### config.mk
export PLATFORM = sky130hd
export DESIGN_NAME = pfa_ctrl
export DESIGN_NICKNAME = d
export VERILOG_FILES = /design/src/sv/pfa_pkg.sv /design/src/sv/pfa_ctrl.sv
export SDC_FILE = /design/constraint.sdc
export NUM_CORES = 1
export LEC_CHECK = 0
export BUFFER_PORTS_ARGS = -buffer_cell sky130_fd_sc_hd__buf_4
export CORE_AREA = 2 2 39 41
export DETAILED_ROUTE_END_ITERATION = 6
export DIE_AREA = 0 0 41 43
export HOLD_SLACK_MARGIN = 0.05
export MAX_ROUTING_LAYER = met4
export PLACE_DENSITY = 0.39
export SLEW_MARGIN = 20
export SYNTH_ARGS = -nofsm -noshare
export SYNTH_HDL_FRONTEND = slang
export SYNTH_SLANG_ARGS = --single-unit
### constraint.sdc
create_clock -name clk_i -period 1.4 [get_ports clk_i]
set_input_delay 0 -clock clk_i [delete_from_list [all_inputs] [get_ports clk_i]]
set_output_delay 0 -clock clk_i [all_outputs]
set_load 0.01 [all_outputs]
### src/sv/pfa_pkg.sv
// Shared types and constants of the prefetch filter with accuracy tracking.
`default_nettype none

package pfa_pkg;

  // Operation codes carried by each input word.
  typedef enum logic [2:0] {
    OP_QUERY  = 3'd0,
    OP_INSERT = 3'd1,
    OP_REMOVE = 3'd2,
    OP_USEFUL = 3'd3,
    OP_ISSUE  = 3'd4
  } op_e;

  // Controller states.
  typedef enum logic [2:0] {
    ST_CLEAR,
    ST_IDLE,
    ST_READ,
    ST_UPDATE,
    ST_DLOAD,
    ST_DIV,
    ST_DONE
  } state_e;

  // Accuracy is an unsigned Q0.8 fraction; 230 stands for 0.9.
  localparam int unsigned ACC_BITS     = 8;
  localparam int unsigned ACC_CNT_W    = 3;
  localparam logic [7:0]  ACC_FALLBACK = 8'd230;

  // Commands from the controller to the datapath.
  typedef struct packed {
    logic clr_we;
    logic capture;
    logic rd_en;
    logic upd_en;
    logic div_load;
    logic div_step;
  } cmd_t;

  // Status from the datapath to the controller.
  typedef struct packed {
    logic clr_last;
    logic div_last;
  } sts_t;

endpackage

`default_nettype wire

### src/sv/pfa_ctrl.sv
// Controller state machine: clearing pass, lookup, update, divide, result.
`default_nettype none

module pfa_ctrl (
  input  wire logic          clk_i,
  input  wire logic          rst_ni,
  input  wire logic          start,
  output logic               busy,
  output logic               valid_o,
  output pfa_pkg::cmd_t      cmd_o,
  input  wire pfa_pkg::sts_t sts_i
);

  pfa_pkg::state_e state_q, state_d;

  // State register; reset starts with the clearing pass.
  always_ff @(posedge clk_i or negedge rst_ni) begin
    if (!rst_ni) begin
      state_q <= pfa_pkg::ST_CLEAR;
    end else begin
      state_q <= state_d;
    end
  end

  // Next state.
  always_comb begin
    state_d = state_q;
    unique case (state_q)
      pfa_pkg::ST_CLEAR:  if (sts_i.clr_last) state_d = pfa_pkg::ST_IDLE;
      pfa_pkg::ST_IDLE:   if (start) state_d = pfa_pkg::ST_READ;
      pfa_pkg::ST_READ:   state_d = pfa_pkg::ST_UPDATE;
      pfa_pkg::ST_UPDATE: state_d = pfa_pkg::ST_DLOAD;
      pfa_pkg::ST_DLOAD:  state_d = pfa_pkg::ST_DIV;
      pfa_pkg::ST_DIV:    if (sts_i.div_last) state_d = pfa_pkg::ST_DONE;
      pfa_pkg::ST_DONE:   state_d = pfa_pkg::ST_IDLE;
      default:            state_d = pfa_pkg::ST_CLEAR;
    endcase
  end

  // Outputs and datapath commands.
  always_comb begin
    cmd_o   = '0;
    busy    = 1'b1;
    valid_o = 1'b0;
    unique case (state_q)
      pfa_pkg::ST_CLEAR:  cmd_o.clr_we = 1'b1;
      pfa_pkg::ST_IDLE: begin
        busy          = 1'b0;
        cmd_o.capture = start;
      end
      pfa_pkg::ST_READ:   cmd_o.rd_en    = 1'b1;
      pfa_pkg::ST_UPDATE: cmd_o.upd_en   = 1'b1;
      pfa_pkg::ST_DLOAD:  cmd_o.div_load = 1'b1;
      pfa_pkg::ST_DIV:    cmd_o.div_step = 1'b1;
      pfa_pkg::ST_DONE:   valid_o        = 1'b1;
      default: begin
      end
    endcase
  end

endmodule

`default_nettype wire

-- Yosys cells after proc, flatten, opt, wreduce, memory -nomap -nowiden
Index checks and enable logic that the tools add are counted.
- input port bits: 5
- bits in registers: 3
- equality and inequality tests: 9
- reductions and logical operators: 2
- muxes and demuxes: 12
- operators by type and width (operator ; count):
    $pmux W3 S7 ; 1
    $eq A3 B3 Y1 const B ; 3
    $mux W3 ; 3
    $mux W1 ; 8
    $eq A3 B2 Y1 const B ; 2
    $ne A2 B2 Y1 const B ; 3
    $eq A3 B1 Y1 const B ; 1
    $logic_not A3 Y1 ; 1
    $reduce_and A3 Y1 ; 1

-- Longest topological paths before layout
Gate-level depths: netlist of run 1.
- word-level depth: 3
- depth in mapped cells: 3
- gate-level depth less buffers: 2

-- Least setup slack after synthesis of run 1
No wires, ideal clock.
- path kind: reg2reg
- start: reg state_q[0]
- end: reg state_q[1]
- arrival: 1.054 ns
- cell stages (with the launch flop): 4
- data required time: 1.334 ns
- slack: 0.280 ns
- period minus slack after synthesis: 1.120 ns
- cell sequence: dfrtp_1 buf_2 nor3b_1 a31o_2
- longest elaborated chain between the ends: 3
- elaborated cells on any way between the ends: 12
- those cells by class: eq/ne (9); mux (1); reduce/logical (2)
- ends and longest elaborated chain (item ; line ; text):
    from (decl) ; pfa_ctrl.sv:14 ; pfa_pkg::state_e state_q, state_d;
    from (signal assigned) ; pfa_ctrl.sv:19 ; state_q <= pfa_pkg::ST_CLEAR;
    from (signal assigned) ; pfa_ctrl.sv:21 ; state_q <= state_d;
    $eq A3 B3 Y1 (tied with other cells) ; pfa_ctrl.sv:28 ; unique case (state_q)
    $ne A2 B2 Y1 (no line) ; n/a ;
    $reduce_and A3 Y1 (no line) ; n/a ;
Parallel ways exist; a longest one is shown, timed or not.
A chain may end at the register's enable or synchronous reset.

==> reports/metrics.cfg, run 1 <==
[finish]
layout-drive-gt1-share = 0.5750
largest_register_ff_count = 3
regArea_sq_um = 76.32
regMostFlops = state_q
antennaDiodeCount = 0
final_nets = 46
final_cells = 56
top_regs = state_q x3
syn_to_final_growth_pct = 59.78
most-common-layout-cells = 13 x buf_4, 3 x nor3b_1, 3 x clkbuf_4
final_common_cell = buf_4
fill_cells = 162
multi_input_area_sq_um = 120.1

[timing]
hold_viol = 0
slew_headroom = 0.8166
slew_viol_final = 0
setup_viol = 0
clock-skew-final_ps = 0.4558
timing.final.crit_share = 0.9482
fin_tns_setup_ps = 0
final.min_clock_period_ps = 1328
max_freq_mhz = 753.3
worst_slew_pin_slew_ps = 275.1
hold_slack_ps = 79.30
grt_setup_unrepaired = no

[placed_design]
gp_congestion = 0.6793
dpl.hpwl_microns = 385.8
io_buffers = 12
place_inst = 50

[clocking]
clk_pin_slew_worst_paths_ps = 40
clock_sinks = 3
post-cts-setup-buffers = 0
cts_root_buf = clkbuf_4
clkLatencyLatePin_ps = 230
cts_tree = done
cts_max_level = 1
cts_buffers = 3
cts_buffer_depth = 2

[synthesis]
synth_compound_gate_area_share = 0.1141
synth_seq_area_share = 0.3261
ys_types = 18
synth_mux_area_frac = 0.09239
yosys.area.top_type_share = 0.3261
avgSynthCellArea_sq_um = 9.593
synth_nets = 29
ys_seq_elements = 3
yosysWarnings = 0
synth_top_family_by_area = simple AND/OR/NAND/NOR gates
synth_xor_area_frac = 0
ys_top_cells_by_area = dfrtp_1 33%, buf_6 9.8%, nor3b_1 9.8%, mux2_2 4.9%, or3b_4 4.9%
yosysTopAreaCell = dfrtp_1
synth_simple_gate_area_share = 0.3152
syn_inst = 24
syn_area_sq_um = 230.2
synth_fa_ha_area_frac = 0

[routing]
drc_errors = 0
dr.pass1.iters = 2
avgViaCountPerCell = 4.000
wirelength_microns = 528
drtIter0Drc = 3
postRouteAntennaNets = 0
vias = 224
wl_per_cell_microns = 9.429

[worst_setup_path]
path_class = reg -> out
critPathSlowestCell = dfrtp_1
cp-end-kind = primary output
r2r-start = state_q[2]
required_ps = 1400
cp.arrival_ps = 1330
critPathMaxStageDelay_ps = 460
r2r_end = state_q[1]
reg2reg_slack_ps = 240
rr_worst_depth = 2
startpoint_type = flop
cp_max_fo = 9
cp_cell_sequence = or3b_4 > nor2_2 > buf_4

[power_and_ir_drop]
power_density_mw_per_mm2 = 2174
p_leak_nw = 0.1756
vdd_drop_max_mv = 0.4687

[run_status]
status = complete, no violations

[die]
die_y_microns = 43
die_width_microns = 41
initial_utilization = 0.1664
num_rows = 14
pin_count = 13
core_area_sq_mm = 0.001384
die-area_sq_mm = 0.001763

[global_route]
grt_pass1_wl_microns = 752
grt_pass1_vias = 206
grt_use_total = 0.06502
grt_max_degree = 12
grt_overflow_total = 0
grt_antenna_before_repair = 0

[hold_path]
min_from = sts_i[0]
min_to = state_q[0]
hold_depth = 3
hold_class = in -> reg

[run]
drv_cap = 0

-- worst max path at each step --
stage | startpoint | to | slack, ps | cells after the start
after detailed placement | state_q[2] | state_q[1] | 250 | 2
final | state_q[1] | cmd_o[4] | 70 | 3
after CTS | state_q[0] | cmd_o[4] | 20 | 3
after floorplan | state_q[0] | state_q[1] | 280 | 3
after global placement | state_q[0] | state_q[0] | 270 | 2
after global routing | state_q[1] | cmd_o[4] | 5 | 3
-- logic make-up after synthesis --
kind of cell | after synthesis
compound gates | 3
buf+inv | 5
flops | 3
mux | 2
simple gates | 11
-- routing by layer --
metal,routed length [microns],vias to the layer above,track usage
met5,0,-,-
met4,13,0,0.06000
met3,28,2,0
met2,248,8,0.09375
met1,238,99,0.07792
li1,-,115,-
-- report_power, final --
part / internal (W) / switching (W) / total, W
Sequential: 0.000132 / 0.0000901 / 0.000222
Clock: 0.000107 / 0.0000447 / 0.000152
Combinational: 0.000258 / 0.000168 / 0.000426
Total: 0.000497 / 0.000303 / 0.000800
-- cell usage after synthesis --
cell / count
dfrtp_1: 3
nor3b_1: 3
buf_6: 2
inv_1: 2
a21o_2: 1
a221oi_1: 1
a31o_2: 1
and3_2: 1
buf_2: 1
mux2_2: 1
mux2i_1: 1
nand2_1: 1
nor2_1: 1
nor2_2: 1
nor2b_1: 1
nor3_1: 1
nor4_1: 1
or3b_4: 1
-- area by class of cell --
type | instances | area share
repair buffers | 15 | 0.3197
multi-input cells | 16 | 0.3265
well taps | 16 | 0.05442
inverters | 2 | 0.02041
flip-flops and latches | 3 | 0.2075
clock buffers | 4 | 0.07143
-- through the flow --
stage               worst slack, ps    util  instance area [sq um]  power (W)
floorplan                     280.3       -                  230.2  0.0005137
CTS                           24.65  0.2649                  366.6  0.0008118
finish                        72.46  0.2658                  367.9  0.0007996
global route                  4.783  0.2658                  367.9  0.0008677
detailed placement            250.2  0.2315                  320.3  0.0006477
global placement              267.6  0.2315                  320.3  0.0006485
-- what timing repair did --
item                                    CTS  global route
endpoints found under the setup margin    0             1
hold buffers                              2             0
resized for setup                         0             1
hold endpoints to repair                  4             0
-- worst max-delay path, delay by kind of cell, from the launching register on --
kind	cells	cell delay, ps
buffers and inverters	1	120
and+or+nand+nor	2	510
DFF	1	460
Note: power is estimated with default switching activity, not from simulation.
==> run 2: changes to the inputs <==
--- a/config.mk
+++ b/config.mk
@@ -12,6 +12,7 @@
 export HOLD_SLACK_MARGIN = 0.05
 export MAX_ROUTING_LAYER = met4
 export PLACE_DENSITY = 0.39
+export SETUP_SLACK_MARGIN = 0.1
 export SLEW_MARGIN = 20
 export SYNTH_ARGS = -nofsm -noshare
 export SYNTH_HDL_FRONTEND = slang
==> run 2 against run 1 <==
Cell count is 5.4% higher. Clock skew about the same. Worst setup slack gained 74 ps. Routed wire length is 4.7% higher. Non-clock buffer count increased by 3. Worst hold slack got worse by 0.58 ps. Sequential power is 20% lower. Via count is 5.8% higher. Register-to-register slack gained 40 ps. Utilization is 2.2 points higher. Critical endpoint unchanged.
==> reports/metrics.cfg, run 2 (same netlist as run 1, synthesis figures left out) <==
[run_status]
status = complete, no violations  ; unchanged

[global_route]
grt_pass1_wl_microns = 752  ; unchanged
grt_max_degree = 12  ; unchanged
grt_overflow_total = 0  ; unchanged
grt_use_total = 0.06502  ; unchanged
grt_antenna_before_repair = 0  ; unchanged
grt_pass1_vias = 206  ; unchanged

[routing]
wirelength_microns = 553  ; was 528 microns
postRouteAntennaNets = 0  ; unchanged
avgViaCountPerCell = 4.017  ; was 4.000
drtIter0Drc = 3  ; unchanged
vias = 237  ; was 224
dr.pass1.iters = 2  ; unchanged
wl_per_cell_microns = 9.373  ; was 9.429 microns
drc_errors = 0  ; unchanged

[placed_design]
dpl.hpwl_microns = 385.8  ; unchanged
io_buffers = 12  ; unchanged
gp_congestion = 0.6793  ; unchanged

[die]
core_area_sq_mm = 0.001384  ; unchanged
die-area_sq_mm = 0.001763  ; unchanged
num_rows = 14  ; unchanged
pin_count = 13  ; unchanged
initial_utilization = 0.1664  ; unchanged
die_y_microns = 43  ; unchanged
die_width_microns = 41  ; unchanged

[finish]
most-common-layout-cells = 16 x buf_4, 3 x clkbuf_4, 3 x dfrtp_2  ; was 13 x buf_4, 3 x nor3b_1, 3 x clkbuf_4
final_nets = 49  ; was 46
final_common_cell = buf_4  ; unchanged
antennaDiodeCount = 0  ; unchanged
regArea_sq_um = 78.83  ; was 76.32 sq um
multi_input_area_sq_um = 125.1  ; was 120.1 sq um
largest_register_ff_count = 3  ; unchanged
top_regs = state_q x3  ; unchanged
fill_cells = 159  ; was 162
syn_to_final_growth_pct = 72.83  ; was 59.78%
layout-drive-gt1-share = 0.6744  ; was 0.5750
regMostFlops = state_q  ; unchanged

[clocking]
clkLatencyLatePin_ps = 230  ; about the same
cts_max_level = 1  ; unchanged
clk_pin_slew_worst_paths_ps = 40  ; about the same
cts_root_buf = clkbuf_4  ; unchanged
cts_buffers = 3  ; unchanged
cts_buffer_depth = 2  ; unchanged
clock_sinks = 3  ; unchanged
cts_tree = done  ; unchanged

[power_and_ir_drop]
vdd_drop_max_mv = 0.4695  ; was 0.4687 mV
power_density_mw_per_mm2 = 2183  ; was 2174 mW/mm^2
p_leak_nw = 0.1896  ; was 0.1756 nW
power_w = 0.0008687  ; was 0.0007996 W

[worst_setup_path]
startpoint_type = flop  ; unchanged
path_class = reg -> out  ; unchanged
cp-end-kind = primary output  ; unchanged
cp.arrival_ps = 1250  ; was 1330 ps
critPathMaxStageDelay_ps = 430  ; was 460 ps
cp_max_fo = 6  ; was 9
cp_top_family = simple AND/OR/NAND/NOR gates  ; unchanged
cp_cell_sequence = or3b_4 > nor2_2 > buf_4  ; unchanged
crit_buf_inv = 1  ; unchanged
critPathSlowestCell = dfrtp_2  ; was dfrtp_1
required_ps = 1400  ; about the same

[timing]
timing.final.crit_share = 0.8953  ; was 0.9482
clock-skew-final_ps = 0.4724  ; was 0.4558 ps
slew_headroom = 0.8195  ; was 0.8166
worst_slew_pin_slew_ps = 270.8  ; was 275.1 ps
grt_setup_unrepaired = yes  ; was no
slew_viol_final = 0  ; unchanged
hold_viol = 0  ; unchanged
max_freq_mhz = 797.8  ; was 753.3 MHz
setup_viol = 0  ; unchanged
final.min_clock_period_ps = 1253  ; was 1328 ps
fin_tns_setup_ps = 0  ; unchanged

[hold_path]
hold_class = in -> reg  ; unchanged

[run]
drv_cap = 0  ; unchanged

-- run 2: per-layer routing --
metal | track usage | up-vias | wire, microns
li1 | - | 122 | -
met1 | 0.07792 | 105 | 241
met2 | 0.09375 | 8 | 269
met3 | 0 | 2 | 28
met4 | 0.06000 | 0 | 13
met5 | - | - | 0
-- run 2: cell type report --
class	instances	area share
sequential	3	0.1981
tap	16	0.05031
clock buffer	4	0.06604
inverter	2	0.01887
multi-input combinational	16	0.3145
timing repair buffer	18	0.3522
-- run 2: power breakdown --
| group | switching (W) | internal, W |
|---|---|---|
| clock network | 0.0000450 | 0.000107 |
| registers | 0.0000397 | 0.000137 |
| logic | 0.000232 | 0.000309 |
| total | 0.000317 | 0.000552 |
-- run 2: worst reg2reg max path, stage by stage, from the launching register on --
cell	delay, ps
dfrtp_2	410
buf_4	150
a21o_2	180
a221oi_1	270
-- run 2: worst paths after layout --
kind,slack (ps),end,from,cells past startpoint
worst min-delay path,80,state_q[0],sts_i[0],3
min in group asynchronous,90,state_q[2],rst_ni,2
worst min register to register,530,state_q[2],state_q[2],1
max in group asynchronous,1200,state_q[0],rst_ni,2
worst max-delay path,150,cmd_o[4],state_q[2],3
worst max register to register,280,state_q[0],state_q[1],3
-- run 2: timing repair --
action	in CTS	in global routing
cloned	0	0
setup endpoints to repair	3	2
buffers inserted	0	3
hold buffers	2	0
endpoints found under the hold margin	4	0
resized for setup	3	1
-- run 2: through the flow --
stage | utilization | worst slack (ps) | instances | hold slack, ps | instance area [sq um]
after floorplan | - | 280.3 | 24 | -295.6 | 230.2
after global placement | 0.2315 | 267.6 | 50 | -209.6 | 320.3
after detailed placement | 0.2315 | 250.2 | 50 | -209.1 | 320.3
after CTS | 0.2703 | 91.42 | 56 | 84.65 | 374.1
after global routing | 0.2875 | 78.05 | 59 | 88.75 | 397.9
final | 0.2875 | 146.6 | 59 | 78.72 | 397.9
==> run 3: changes to the inputs <==
--- a/config.mk
+++ b/config.mk
@@ -5,13 +5,13 @@
 export SDC_FILE = /design/constraint.sdc
 export NUM_CORES = 1
 export LEC_CHECK = 0
-export BUFFER_PORTS_ARGS = -buffer_cell sky130_fd_sc_hd__buf_4
 export CORE_AREA = 2 2 39 41
 export DETAILED_ROUTE_END_ITERATION = 6
 export DIE_AREA = 0 0 41 43
+export DONT_BUFFER_PORTS = 1
 export HOLD_SLACK_MARGIN = 0.05
 export MAX_ROUTING_LAYER = met4
-export PLACE_DENSITY = 0.39
+export PLACE_DENSITY = 0.31
 export SETUP_SLACK_MARGIN = 0.1
 export SLEW_MARGIN = 20
 export SYNTH_ARGS = -nofsm -noshare
==> constraint.sdc (replaced) <==
create_clock -name clk_i -period 1.51 [get_ports clk_i]
set_input_delay 0 -clock clk_i [delete_from_list [all_inputs] [get_ports clk_i]]
set_output_delay 0 -clock clk_i [all_outputs]
set_load 0.01 [all_outputs]
==> run 3 against run 2 <==
Combinational power fell by 42%. Via count fell by 13%. Die area did not move. Critical path type unchanged. Largest power group unchanged.
==> reports/metrics.cfg, run 3 (same netlist as run 1, synthesis figures left out) <==
[hold_path]
hold_depth = 2  ; was 3
min_to = state_q[0]  ; unchanged
min_from = sts_i[1]  ; was sts_i[0]
hold_class = in -> reg  ; unchanged

[timing]
slew_viol_final = 0  ; unchanged
timing.final.crit_share = 0.8625
slew_headroom = 0.7526  ; was 0.8195
hold_viol = 0  ; unchanged
clock-skew-final_ps = 1.817  ; was 0.4724 ps
grt_setup_unrepaired = no  ; was yes
final.min_clock_period_ps = 1302
worst_slew_pin_slew_ps = 370.3  ; was 270.8 ps
max_freq_mhz = 767.8
fin_tns_setup_ps = 0  ; unchanged
setup_viol = 0  ; unchanged

[die]
pin_count = 13  ; unchanged
core_area_sq_mm = 0.001384  ; unchanged
die_width_microns = 41  ; unchanged
initial_utilization = 0.1664  ; unchanged
die-area_sq_mm = 0.001763  ; unchanged
die_y_microns = 43  ; unchanged
num_rows = 14  ; unchanged

[global_route]
grt_pass1_vias = 196  ; was 206
grt_pass1_wl_microns = 828  ; was 752 microns
grt_max_degree = 12  ; unchanged
grt_use_total = 0.07740  ; was 0.06502
grt_overflow_total = 0  ; unchanged
grt_antenna_before_repair = 0  ; unchanged

[placed_design]
dpl.hpwl_microns = 378.8  ; was 385.8 microns
gp_congestion = 0.6535  ; was 0.6793
place_inst = 39  ; was 50
io_buffers = 0  ; was 12

[clocking]
cts_max_level = 1  ; unchanged
clock_sinks = 3  ; unchanged
cts_buffer_depth = 2  ; unchanged
clkLatencyLatePin_ps = 230  ; about the same
cts_buffers = 3  ; unchanged
cts_tree = done  ; unchanged
clk_pin_slew_worst_paths_ps = 40  ; about the same
cts_root_buf = clkbuf_4  ; unchanged
post-cts-setup-buffers = 0  ; unchanged

[finish]
syn_to_final_growth_pct = 32.61  ; was 72.83%
layout-drive-gt1-share = 0.3871  ; was 0.6744
largest_register_ff_count = 3  ; unchanged
final_nets = 37  ; was 49
most-common-layout-cells = 4 x dlygate4sd3_1, 3 x nor3b_1, 3 x clkbuf_4  ; was 16 x buf_4, 3 x clkbuf_4, 3 x dfrtp_2
regMostFlops = state_q  ; unchanged
final_cells = 47  ; was 59
antennaDiodeCount = 0  ; unchanged
final_common_cell = dlygate4sd3_1  ; was buf_4
fin_util = 0.2206  ; was 0.2875
top_regs = state_q x3  ; unchanged

[routing]
wl_per_cell_microns = 11.55  ; was 9.373 microns
drtIter0Drc = 2  ; was 3
vias = 206  ; was 237
avgViaCountPerCell = 4.383  ; was 4.017
drc_errors = 0  ; unchanged
wirelength_microns = 543  ; was 553 microns
postRouteAntennaNets = 0  ; unchanged
dr.pass1.iters = 2  ; unchanged

[worst_setup_path]
rr_worst_depth = 3  ; unchanged
cp_cell_sequence = or3b_4 > nor2_2  ; was or3b_4 > nor2_2 > buf_4
required_ps = 1510  ; was 1400 ps
r2r_end = state_q[0]  ; unchanged
critPathSlowestCell = dfrtp_1  ; was dfrtp_2
reg2reg_slack_ps = 370  ; was 280 ps
critPathMaxStageDelay_ps = 460  ; was 430 ps
path_class = reg -> out  ; unchanged
startpoint_type = flop  ; unchanged
cp.arrival_ps = 1300  ; was 1250 ps
cp-end-kind = primary output  ; unchanged
cp_max_fo = 9  ; was 6
r2r-start = state_q[2]  ; was state_q[1]

[power_and_ir_drop]
vdd_drop_max_mv = 0.4103  ; was 0.4695 mV
p_leak_nw = 0.1284  ; was 0.1896 nW
power_density_mw_per_mm2 = 2119  ; was 2183 mW/mm^2

[run_status]
status = complete, no violations  ; unchanged

[run]
drv_cap = 0  ; unchanged

## run 3: cell count changes in the layout (fill, tap and decap cells not counted), sizes merged
| cell | before | now |
|---|---|---|
| buf | 16 | 2 |
| dlygate4sd3 | 2 | 4 |
## run 3: timing repair
| item | in CTS | in global routing |
|---|---|---|
| setup endpoints to repair | 0 | 1 |
| resized for setup | 0 | 1 |
| hold buffers | 4 | 0 |
| hold endpoints to repair | 4 | 0 |
## run 3: per-stage QoR
step	hold slack, ps	setup WS, ps	area [sq um]	total power (W)
6_report	73.83	207.6	305.3	0.0006470
5_1_grt	85.44	145.7	305.3	0.0006950
4_1_cts	66.46	145.1	304.0	0.0006562
3_5_place_dp	-295.5	362.5	237.7	0.0004997
3_3_place_gp	-295.5	372.8	237.7	0.0004933
2_1_floorplan	-295.6	390.3	230.2	0.0004763
## run 3: where the power goes
| part | switching, W | internal [W] | total [W] |
|---|---|---|---|
| clock | 0.0000416 | 0.0000990 | 0.000141 |
| sequential | 0.0000718 | 0.000123 | 0.000194 |
| combinational | 0.000156 | 0.000156 | 0.000312 |
| total | 0.000270 | 0.000377 | 0.000647 |
## run 3: worst max-delay path by stage
stage               start  cells after the start          to
2_1_floorplan  state_q[0]                      3  state_q[1]
3_3_place_gp   state_q[2]                      3  state_q[0]
3_5_place_dp   state_q[2]                      3  state_q[0]
4_1_cts        state_q[0]                      2    cmd_o[4]
5_1_grt        state_q[1]                      2    cmd_o[4]
6_report       state_q[1]                      2    cmd_o[4]
## run 3: worst max-delay path, delay by kind of cell (launching register included)
| family | cells | cell delay, ps |
|---|---|---|
| DFF | 1 | 460 |
| and+or+nand+nor | 2 | 610 |
## run 3: final cells by class
type | instances | area, sq um
Clock buffer | 4 | 26.28
Fill cell | 161 | 1079
Inverter | 2 | 7.507
Multi-Input combinational cell | 16 | 120.1
Sequential cell | 3 | 76.32
Tap cell | 16 | 20.02
Timing Repair Buffer | 6 | 55.05
## run 3: metal layers
metal	track usage	routed length (microns)
met5	-	0
met4	0.08000	0
met3	0.03141	37
met2	0.1000	275
met1	0.08117	230
